### config.mk
export PLATFORM = sky130hd
export DESIGN_NAME = hit_rate_threshold_alarm_unit
export DESIGN_NICKNAME = d
export VERILOG_FILES = /design/src/hw/rtl/hrta_pkg.sv /design/src/hw/rtl/hrta_cfg.sv /design/src/hw/rtl/hrta_core.sv /design/src/hw/rtl/hit_rate_threshold_alarm_unit.sv
export SDC_FILE = /design/constraint.sdc
export NUM_CORES = 1
export LEC_CHECK = 0
export ABC_AREA = 1
export BUFFER_PORTS_ARGS = -buffer_cell sky130_fd_sc_hd__buf_2
export CAP_MARGIN = 20
export CORE_MARGIN = 2
export CORE_UTILIZATION = 55
export DETAILED_ROUTE_END_ITERATION = 6
export PLACE_DENSITY = 0.74
export SETUP_SLACK_MARGIN = 0.15
export SYNTH_ARGS = -nofsm -noshare
export SYNTH_HDL_FRONTEND = slang
export SYNTH_SLANG_ARGS = --single-unit
export TNS_END_PERCENT = 100
### constraint.sdc
create_clock -name clk -period 6.61 [get_ports clk]
set_clock_uncertainty 0.05 [all_clocks]
set_input_delay 0.9915 -clock clk [delete_from_list [all_inputs] [get_ports clk]]
set_output_delay 0.9915 -clock clk [all_outputs]
set_load 0.1 [all_outputs]
### src/hw/rtl/hrta_pkg.sv
package hrta_pkg;

    // Default width of the stored times. Time stamps on the input stay 32 bits.
    localparam int TIME_BITS_DEF = 32;

    localparam int IN_TIME_W  = 32;
    localparam int MAX_HITS_W = 8;
    localparam int DUR_W      = 8;
    localparam int GRACE_W    = 16;
    localparam int HITS_W     = 16;
    localparam int OVER_CNT_W = 8;

    localparam int APB_ADDR_W = 4;
    localparam int APB_DATA_W = 32;

    localparam logic [MAX_HITS_W-1:0] MAX_HITS_RST = '0;
    localparam logic [DUR_W-1:0]      DUR_RST      = '0;
    localparam logic [GRACE_W-1:0]    GRACE_RST    = GRACE_W'(60);

    // Register index, taken from the word address paddr[3:2].
    typedef enum logic [1:0] {
        REG_MAX_HITS = 2'd0,
        REG_OVER_DUR = 2'd1,
        REG_GRACE    = 2'd2,
        REG_NONE     = 2'd3
    } reg_idx_t;

    typedef struct packed {
        logic [MAX_HITS_W-1:0] max_hits_per_second;
        logic [DUR_W-1:0]      over_duration_seconds;
        logic [GRACE_W-1:0]    grace_period_seconds;
    } cfg_t;

endpackage

### src/hw/rtl/hrta_cfg.sv
module hrta_cfg
(
    input  logic                                clk,
    input  logic                                rst_n,
    input  logic                                psel,
    input  logic                                penable,
    input  logic                                pwrite,
    input  logic [hrta_pkg::APB_ADDR_W-1:0]     paddr,
    input  logic [hrta_pkg::APB_DATA_W-1:0]     pwdata,
    output logic [hrta_pkg::APB_DATA_W-1:0]     prdata,
    output logic                                pready,
    output hrta_pkg::cfg_t                      cfg
);
    import hrta_pkg::*;

    cfg_t     cfg_reg;
    cfg_t     cfg_next;
    reg_idx_t idx;
    logic     wr_en;

    assign pready = 1'b1;
    assign idx    = reg_idx_t'(paddr[3:2]);
    assign wr_en  = psel && penable && pwrite && pready;
    assign cfg    = cfg_reg;

    always_comb
    begin
        cfg_next = cfg_reg;
        if (wr_en)
        begin
            unique case (idx)
                REG_MAX_HITS: cfg_next.max_hits_per_second   = pwdata[MAX_HITS_W-1:0];
                REG_OVER_DUR: cfg_next.over_duration_seconds = pwdata[DUR_W-1:0];
                REG_GRACE:    cfg_next.grace_period_seconds  = pwdata[GRACE_W-1:0];
                default:      cfg_next = cfg_reg;
            endcase
        end
    end

    always_comb
    begin
        unique case (idx)
            REG_MAX_HITS: prdata = APB_DATA_W'(cfg_reg.max_hits_per_second);
            REG_OVER_DUR: prdata = APB_DATA_W'(cfg_reg.over_duration_seconds);
            REG_GRACE:    prdata = APB_DATA_W'(cfg_reg.grace_period_seconds);
            default:      prdata = '0;
        endcase
    end

    always_ff @(posedge clk or negedge rst_n)
    begin
        if (!rst_n)
        begin
            cfg_reg.max_hits_per_second   <= MAX_HITS_RST;
            cfg_reg.over_duration_seconds <= DUR_RST;
            cfg_reg.grace_period_seconds  <= GRACE_RST;
        end
        else
        begin
            cfg_reg <= cfg_next;
        end
    end

endmodule

### src/hw/rtl/hrta_core.sv
module hrta_core
#(
    parameter int TIME_BITS = hrta_pkg::TIME_BITS_DEF
)
(
    input  logic                 clk,
    input  logic                 rst_n,
    input  logic                 step,
    input  logic [TIME_BITS-1:0] hit_time,
    input  hrta_pkg::cfg_t       cfg,
    output logic                 alarm
);
    import hrta_pkg::*;

    logic [TIME_BITS-1:0]  last_hit_reg,  last_hit_next;
    logic [TIME_BITS-1:0]  last_over_reg, last_over_next;
    logic [OVER_CNT_W-1:0] over_cnt_reg,  over_cnt_next;
    logic [HITS_W-1:0]     hits_reg,      hits_next;
    logic                  latched_reg,   latched_next;

    logic [TIME_BITS:0]    grace_sum;
    logic [TIME_BITS-1:0]  grace_end;
    logic [TIME_BITS-1:0]  gap;
    logic [HITS_W-1:0]     max_hits_ext;
    logic                  absorb;

    assign grace_sum    = {1'b0, last_over_reg}
                        + (TIME_BITS+1)'(cfg.grace_period_seconds);
    assign grace_end    = grace_sum[TIME_BITS] ? '1 : grace_sum[TIME_BITS-1:0];
    assign absorb       = latched_reg && (hit_time < grace_end);
    assign gap          = hit_time - last_hit_reg;
    assign max_hits_ext = HITS_W'(cfg.max_hits_per_second);

    always_comb
    begin
        last_hit_next  = last_hit_reg;
        last_over_next = last_over_reg;
        over_cnt_next  = over_cnt_reg;
        hits_next      = hits_reg;
        latched_next   = latched_reg;

        if (absorb)
        begin
            alarm = 1'b1;
        end
        else
        begin
            latched_next = 1'b0;

            // A later second: either start over or carry the over-second run on.
            if (hit_time > last_hit_reg)
            begin
                if ((gap != TIME_BITS'(1)) || (hits_reg <= max_hits_ext))
                begin
                    last_hit_next  = '0;
                    last_over_next = '0;
                    over_cnt_next  = '0;
                    hits_next      = '0;
                end
                else
                begin
                    hits_next = '0;
                end
            end

            if (hits_next != '1)
            begin
                hits_next = hits_next + HITS_W'(1);
            end
            last_hit_next = hit_time;

            if ((hits_next > max_hits_ext) && (last_over_next < hit_time))
            begin
                if (over_cnt_next != '1)
                begin
                    over_cnt_next = over_cnt_next + OVER_CNT_W'(1);
                end
                last_over_next = hit_time;
                if (over_cnt_next > cfg.over_duration_seconds)
                begin
                    latched_next = 1'b1;
                end
            end

            alarm = latched_next;
        end
    end

    always_ff @(posedge clk or negedge rst_n)
    begin
        if (!rst_n)
        begin
            last_hit_reg  <= '0;
            last_over_reg <= '0;
            over_cnt_reg  <= '0;
            hits_reg      <= '0;
            latched_reg   <= 1'b0;
        end
        else if (step)
        begin
            last_hit_reg  <= last_hit_next;
            last_over_reg <= last_over_next;
            over_cnt_reg  <= over_cnt_next;
            hits_reg      <= hits_next;
            latched_reg   <= latched_next;
        end
    end

endmodule

### src/hw/rtl/hit_rate_threshold_alarm_unit.sv
// Hit-rate alarm with hold-off. Every input transfer carries one hit time in
// whole seconds and yields exactly one output transfer carrying the alarm bit.
// The block counts hits per second, counts consecutive seconds whose hit count
// exceeds max_hits_per_second, and raises the alarm once that run exceeds
// over_duration_seconds; after that, hits that arrive before the last over
// second plus grace_period_seconds report alarm without touching the counters.
// Throughput is one hit per clock while the output is not stalled: a hit waits
// in the input register, is evaluated against the state in a single
// compare-and-update step, and its result lands in the output register. The output
// register decouples the two sides, and input is taken whenever that register
// is empty or being drained. Configuration registers (APB, byte addresses 0x0,
// 0x4, 0x8) should only be written while no hits are in flight.
module hit_rate_threshold_alarm_unit
#(
    parameter int TIME_BITS = hrta_pkg::TIME_BITS_DEF
)
(
    input  logic                             clk,
    input  logic                             rst_n,

    // Input stream. tdata[31:0] = hit_time_seconds.
    input  logic                             s_axis_tvalid,
    output logic                             s_axis_tready,
    input  logic [hrta_pkg::IN_TIME_W-1:0]   s_axis_tdata,

    // Output stream. tdata[0] = alarm, tdata[7:1] = zero.
    output logic                             m_axis_tvalid,
    input  logic                             m_axis_tready,
    output logic [7:0]                       m_axis_tdata,

    // Configuration port.
    input  logic                             psel,
    input  logic                             penable,
    input  logic                             pwrite,
    input  logic [hrta_pkg::APB_ADDR_W-1:0]  paddr,
    input  logic [hrta_pkg::APB_DATA_W-1:0]  pwdata,
    output logic [hrta_pkg::APB_DATA_W-1:0]  prdata,
    output logic                             pready
);
    import hrta_pkg::*;

    cfg_t                 cfg;

    // Input register holding one accepted hit.
    logic                 in_valid_reg;
    logic [TIME_BITS-1:0] in_time_reg;

    // Output register holding one finished result.
    logic                 out_valid_reg;
    logic                 out_alarm_reg;
    logic                 alarm_next;

    logic                 advance;
    logic                 in_take;

    // The held hit moves on when the output register is free or is being read
    // in this cycle; a new hit can enter whenever the input register empties.
    assign advance       = in_valid_reg && (!out_valid_reg || m_axis_tready);
    assign s_axis_tready = !in_valid_reg || advance;
    assign in_take       = s_axis_tvalid && s_axis_tready;

    assign m_axis_tvalid = out_valid_reg;
    assign m_axis_tdata  = {7'd0, out_alarm_reg};

    hrta_cfg u_cfg
    (
        .clk     (clk),
        .rst_n   (rst_n),
        .psel    (psel),
        .penable (penable),
        .pwrite  (pwrite),
        .paddr   (paddr),
        .pwdata  (pwdata),
        .prdata  (prdata),
        .pready  (pready),
        .cfg     (cfg)
    );

    // The state updates only when the hit's result is written out, so each
    // hit sees the state left by the one before it.
    hrta_core #(.TIME_BITS(TIME_BITS)) u_core
    (
        .clk      (clk),
        .rst_n    (rst_n),
        .step     (advance),
        .hit_time (in_time_reg),
        .cfg      (cfg),
        .alarm    (alarm_next)
    );

    always_ff @(posedge clk or negedge rst_n)
    begin
        if (!rst_n)
        begin
            in_valid_reg  <= 1'b0;
            out_valid_reg <= 1'b0;
        end
        else
        begin
            if (in_take)
            begin
                in_valid_reg <= 1'b1;
            end
            else if (advance)
            begin
                in_valid_reg <= 1'b0;
            end

            if (advance)
            begin
                out_valid_reg <= 1'b1;
            end
            else if (m_axis_tready)
            begin
                out_valid_reg <= 1'b0;
            end
        end
    end

    always_ff @(posedge clk)
    begin
        if (in_take)
        begin
            in_time_reg <= TIME_BITS'(s_axis_tdata);
        end
        if (advance)
        begin
            out_alarm_reg <= alarm_next;
        end
    end

endmodule

# Word level (Yosys, flattened, before mapping)
# Index checks and enable logic that the tools add are counted.
# totals
reg_bits,156
# classes
order_cmp,6
reduce_logical,18
n_eq_ne,5
n_bitwise,1
muxes,23
addsub,4
# op_table
cell,n
two-way mux 32 bit,5
less-than comparator 32 bit,2
two-way mux 16 bit,4
two-way mux 8 bit,7
case mux 16 bit (3 select lines),1
adder 32 x 16 -> 33 bit,1
greater-than comparator 32 bit,1
inequality test 32 x 1 -> 1 bit (second input constant),1
subtractor 32 bit,1
adder 16 x 1 -> 16 bit (second input constant),1
greater-than comparator 16 x 8 -> 1 bit,1
<= comparator 16 x 8 -> 1 bit,1
inequality test 16 bit (second input constant),1
adder 8 x 1 -> 8 bit (second input constant),1
greater-than comparator 8 bit,1
inequality test 8 bit (second input constant),1
AND reduction 2 bit,4
logical AND 1 bit,6
two-way mux 1 bit,6
nonzero test 2 bit,2
logical OR 1 bit,3
== test 2 x 1 -> 1 bit (second input constant),1
== test 2 bit (second input constant),1
logical NOT 1 bit,2
2 further kinds,2

# Longest topological paths before layout
# depth
ltp_word,15
ltp_mapped,43
mapped_depth_nobuf,41

# By module
# From an unflattened synthesis, not the netlist that was laid out.
# hier_totals
cells_unflattened,2048
area_unflattened_um2,13556.8
# modules_own_cells
module,cells_each,area_per_inst_um2,instances
hrta_core,1779,10759.1,1
hrta_cfg,215,1647.8,1
hit_rate_threshold_alarm_unit,54,1149.9,1

# Worst setup path after synthesis
# No wires, ideal clock.
# synth_path
path_type,register to register
start,reg in_time_reg[0]
end,reg out_alarm_reg (data pin)
path_slack_ns,1.564
required_ns,6.308
n_path_buf,1
path_stages_with_launch,42
period_less_slack_ns,5.046
t_arrival_ns,4.743
cell_sequence,edfxtp_1 > inv_1 > ha_1 > inv_1 > fa_1 > nand3_1 > nand2_2 > nand2_1 > nand2_1 > nand2_1 > nand2_1 > nand2_1 > nand2_1 > nand2_2 > inv_2 > buf_6 > nor2_1 > ha_1 > (+6 left out) > nand2_1 > nand2_1 > nor2_1 > a21oi_1 > ha_1 > a21oi_1 > o21ai_0 > nor2b_1 > o32ai_1 > nand2_1 > nor2_2 > nand3_2 > nor2_4 > nor2_8 > nand2_8 > inv_1 > nand2_1 > nand2_1
# synth_between
elab_chain_len,13
# synth_rtl
item,line,rtl
start: declaration,hit_rate_threshold_alarm_unit.sv:46,logic [TIME_BITS-1:0] in_time_reg;
start signal: assignment,hit_rate_threshold_alarm_unit.sv:124,in_time_reg <= TIME_BITS'(s_axis_tdata);
subtractor 32 bit,hrta_core.sv:31,assign gap = hit_time - last_hit_reg;
inequality test 32 x 1 -> 1 bit,hrta_core.sv:53,if ((gap != TIME_BITS'(1)) || (hits_reg <= max_hits_ext))
logical OR 1 bit,hrta_core.sv:53,
two-way mux 8 bit,hrta_core.sv:53,
two-way mux 8 bit,hrta_core.sv:51,if (hit_time > last_hit_reg)
two-way mux 8 bit,hrta_core.sv:42,if (absorb)
adder 8 x 1 -> 8 bit or inequality test 8 bit (tied branches),"hrta_core.sv:76, hrta_core.sv:74",
two-way mux 8 bit,hrta_core.sv:74,if (over_cnt_next != '1)
two-way mux 8 bit,hrta_core.sv:72,if ((hits_next > max_hits_ext) && (last_over_next < hit_time))
two-way mux 8 bit,hrta_core.sv:42,
greater-than comparator 8 bit,hrta_core.sv:79,if (over_cnt_next > cfg.over_duration_seconds)
two-way mux 1 bit,hrta_core.sv:79,
two-way mux 1 bit,hrta_core.sv:72,
end signal: assignment,hit_rate_threshold_alarm_unit.sv:128,out_alarm_reg <= alarm_next;
end: declaration,hit_rate_threshold_alarm_unit.sv:50,logic out_alarm_reg;
# Several ways; a longest one is shown, not always the timed one. The select of a mux whose other input is x is not followed.
# A chain may end at the register's enable or synchronous reset.

# Worst setup path after layout
# layout_path
start,reg in_time_reg[0]
end,reg u_core.last_over_reg[24]
# layout_between
elab_chain_len,9
# layout_rtl
item,line,rtl
greater-than comparator 32 bit or subtractor 32 bit (tied branches),"hrta_core.sv:51, hrta_core.sv:31",
two-way mux 16 bit or inequality test 32 x 1 -> 1 bit (tied branches),"hrta_core.sv:51, hrta_core.sv:53",
two-way mux 16 bit or logical OR 1 bit (tied branches),"hrta_core.sv:42, hrta_core.sv:53",
adder 16 x 1 -> 16 bit (tied with other cells),hrta_core.sv:68,hits_next = hits_next + HITS_W'(1);
two-way mux 16 bit or two-way mux 32 bit (tied branches),"hrta_core.sv:66, hrta_core.sv:51",
two-way mux 16 bit or two-way mux 32 bit (tied branches),hrta_core.sv:42,
greater-than comparator 16 x 8 -> 1 bit or less-than comparator 32 bit (tied branches),hrta_core.sv:72,
logical AND 1 bit,hrta_core.sv:72,
two-way mux 32 bit,hrta_core.sv:72,
end signal: assignment,hrta_core.sv:102,last_over_reg <= last_over_next;
end: declaration,hrta_core.sv:16,"logic [TIME_BITS-1:0] last_over_reg, last_over_next;"
# Several ways; a longest one is shown, not always the timed one. The select of a mux whose other input is x is not followed.

==> impl_metrics.csv <==
group,metric,value,unit
outcome,status,"complete, no violations",
sta,fin_setup_tns,0,ps
sta,maxSlewViolCount,0,
placement,hpwlAfterDp,27200,um
synthesis,synth_cell_types,56,
global_route,grt_max_degree,85,
power_and_ir_drop,seqPwrFrac,24.5,%
power_and_ir_drop,comb_power_share,58.3,%
synthesis,synthFlopType,"dfrtp_1",
worst_setup_path,worstPathArrival,6260,ps
min_path,hold_start,"u_core.last_hit_reg[15]",
min_path,hold_class,"reg -> reg",
cts,cts_resized,0,
route,wire_per_inst,14.6,um
placement,place.gp.congestion,0.927,
floorplan,io_pins,118,
floorplan,start_util,55.7,%
cells_and_area,drive_gt1_share,12.0,%
run,drv_cap,0,
power_and_ir_drop,power.internal,2.97,mW
cts,holdBufCountCts,0,
synthesis,ys_seq_area_share,29.2,%
sta,min_period_over_period,90.4,%
floorplan,die-area,26600,um2
synthesis,synth_cells,2037,
synthesis,synth-warning-count,0,
worst_setup_path,worst_setup_path_start_kind,"flop",
global_route,grt_usage,27.4,%
worst_setup_path,cpPeakStageDelay,440,ps
floorplan,num_rows,58,
synthesis,ys_ff_latch,156,
route,avgViaCountPerCell,5.30,
sta,finalHoldViolations,0,
synthesis,synth-async-reset-ratio,78.8,%
route,dr.pass1.iters,5,
min_path,holdPathStages,2,
cells_and_area,diodes,0,
placement,portBuffers,75,
floorplan,fp.dieW,163,um
global_route,grt_antenna_before_repair,0,
sta,fmax,167,MHz
route,ant_nets,0,
route,drt_iter0_drc,903,
power_and_ir_drop,power.switching,3.02,mW
cts,cts.path.max_buffers,2,
floorplan,core_area,25000,um2
power_and_ir_drop,p_per_area,397,nW/um2
cts,numCtsBuffers,17,
min_path,holdPathEnd,"u_core.last_hit_reg[15]",
synthesis,synth_enable_flop_cells,33,
power_and_ir_drop,p_clk_share,17.2,%
worst_setup_path,r2r_cells,41,
cts,cts_max_level,4,
cts,clock_sinks,156,
worst_setup_path,timing.rr.start,"in_time_reg[0]",
global_route,grt_pass1_vias,12100,
worst_setup_path,cp.required,6900,ps
floorplan,dieHeight,163,um
cts,clockRootBuffer,"clkbuf_16",
power_and_ir_drop,p_leak,8.31,nW
cts,worst_skew_pair.late_latency,450,ps
power_and_ir_drop,p_total,5.99,mW
sta,rsz0062_at_grt,"false",
power_and_ir_drop,swShare,50.4,%
synthesis,synth_area,13900,um2
sta,max_slew.worst_pin.slew,1000,ps
worst_setup_path,crit_top_cell,"nand2_1",
worst_setup_path,crit_fanout,12,
cts,cts_setup_buffers,0,
worst_setup_path,critPathSlowestCell,"fa_1",
worst_setup_path,critical_path_class,"reg -> reg",
cts,clkTransAtPathRegs,80,ps
power_and_ir_drop,ir_worst_vdd,0.206,mV
sta,min_period,5970,ps
synthesis,synth_area_per_cell,6.84,um2
sta,setup_viol,0,
worst_setup_path,r2r-end,"u_core.last_over_reg[24]",
cells_and_area,area_growth,8.37,%
worst_setup_path,rrSetupSlack,640,ps
route,drc_errors,0,
cells_and_area,num-nets-final,2312,
worst_setup_path,end_kind,"flop",
sta,relSlewSlack,33.2,%
route,num_vias,13000,
global_route,grt_pass1_wl,58400,um
global_route,grt_overflow_total,0,
route,finalWirelength,35600,um
cts,cts_tree,"yes",
## per-layer routing
layer	routed length (um)	part of all wire (%)	GRT usage, %	vias up
met3	1760	4.9	3.91	70
met4	998	2.8	9.05	0
met5	0	0	0	-
met2	16400	46	45.0	357
li1	-	-	-	6563
met1	16500	46	37.1	5964
## worst max-delay path: cells and delay by family, from the launching register on
family | cells | cell delay, ps
buffers and inverters | 5 | 630
flip-flops | 1 | 420
AO/OA/AOI/OAI | 1 | 400
AND/OR/NAND/NOR | 31 | 3270
adder cells (fa/ha/maj) | 4 | 1070
## cells in the mapped netlist (19+ instances only)
master | number | area [um2]
a21oi_1 | 95 | 475
nand2_1 | 592 | 2220
xor2_1 | 19 | 166
o21ai_0 | 83 | 415
nor3_1 | 29 | 145
nand2_2 | 54 | 338
nand3_2 | 27 | 270
nand3_1 | 119 | 596
nand4_1 | 24 | 150
ha_1 | 136 | 1700
inv_1 | 342 | 1280
nor2_1 | 168 | 631
dfrtp_1 | 119 | 2980
buf_4 | 32 | 240
edfxtp_1 | 33 | 991
## power groups by stage
stage	registers [mW]	logic (mW)	clock network [mW]
final	1.47	3.50	1.03
after global routing	1.50	3.97	1.08
after floorplan	1.40	2.82	0
after global placement	1.47	3.33	0
after detailed placement	1.47	3.43	0
after CTS	1.46	3.46	1.05
## area by class of cell
type / instances / area [um2]
Clock buffer: 17 / 425
Clock inverter: 15 / 186
Fill cell: 2362 / 9930
Inverter: 354 / 1330
Multi-Input combinational cell: 1482 / 8160
Sequential cell: 156 / 4070
Tap cell: 330 / 413
Timing Repair Buffer: 88 / 520
## worst max-delay path by stage
| stage | to | cells after the start | startpoint | slack (ps) |
|---|---|---|---|---|
| 6_report | u_core.last_over_reg[24] | 41 | in_time_reg[0] | 640 |
| 5_1_grt | u_core.last_over_reg[24] | 41 | in_time_reg[0] | 160 |
| 4_1_cts | u_core.last_over_reg[24] | 41 | in_time_reg[0] | 560 |
| 3_5_place_dp | u_core.last_over_reg[24] | 41 | in_time_reg[0] | 600 |
| 3_3_place_gp | u_core.last_over_reg[27] | 41 | in_time_reg[0] | 700 |
| 2_1_floorplan | out_alarm_reg | 41 | in_time_reg[0] | 1560 |
## cell usage in the layout (no fill, tap or decap), types with 27 or more instances in the layout
| cell type | Yosys | final |
|---|---|---|
| nand2_1 | 592 | 591 |
| inv_1 | 342 | 342 |
| nor2_1 | 168 | 168 |
| ha_1 | 136 | 136 |
| nand3_1 | 119 | 119 |
| dfrtp_1 | 119 | 119 |
| a21oi_1 | 95 | 95 |
| o21ai_0 | 83 | 83 |
| buf_2 | 13 | 74 |
| nand2_2 | 54 | 54 |
| edfxtp_1 | 33 | 33 |
| nor3_1 | 29 | 29 |
| nand3_2 | 27 | 27 |
## per-stage QoR
| step | utilization, % | instance area, um2 | worst slack (ps) | std cells | hold WS (ps) |
|---|---|---|---|---|---|
| detailed placement | 57.8 | 14500 | 599 | 2409 | 420 |
| global placement | 57.8 | 14500 | 702 | 2409 | 411 |
| global route | 60.3 | 15100 | 159 | 2442 | 456 |
| CTS | 60.3 | 15100 | 563 | 2441 | 440 |
| finish | 60.3 | 15100 | 636 | 2442 | 435 |
| floorplan | - | 14000 | 1560 | 2059 | 397 |
## kinds of logic after synthesis
kind of cell / after synthesis / synth area share, %
xor gates and xnor gates: 33 / 2.07
AOI/OAI and AO/OA: 225 / 8.81
and+or+nand+nor: 1061 / 34.3
adders and majority gates: 138 / 12.5
DFF: 156 / 29.2
other: 2 / 0.0539
buffers and inverters: 422 / 13.0
Power figures use the tool's default switching activity.
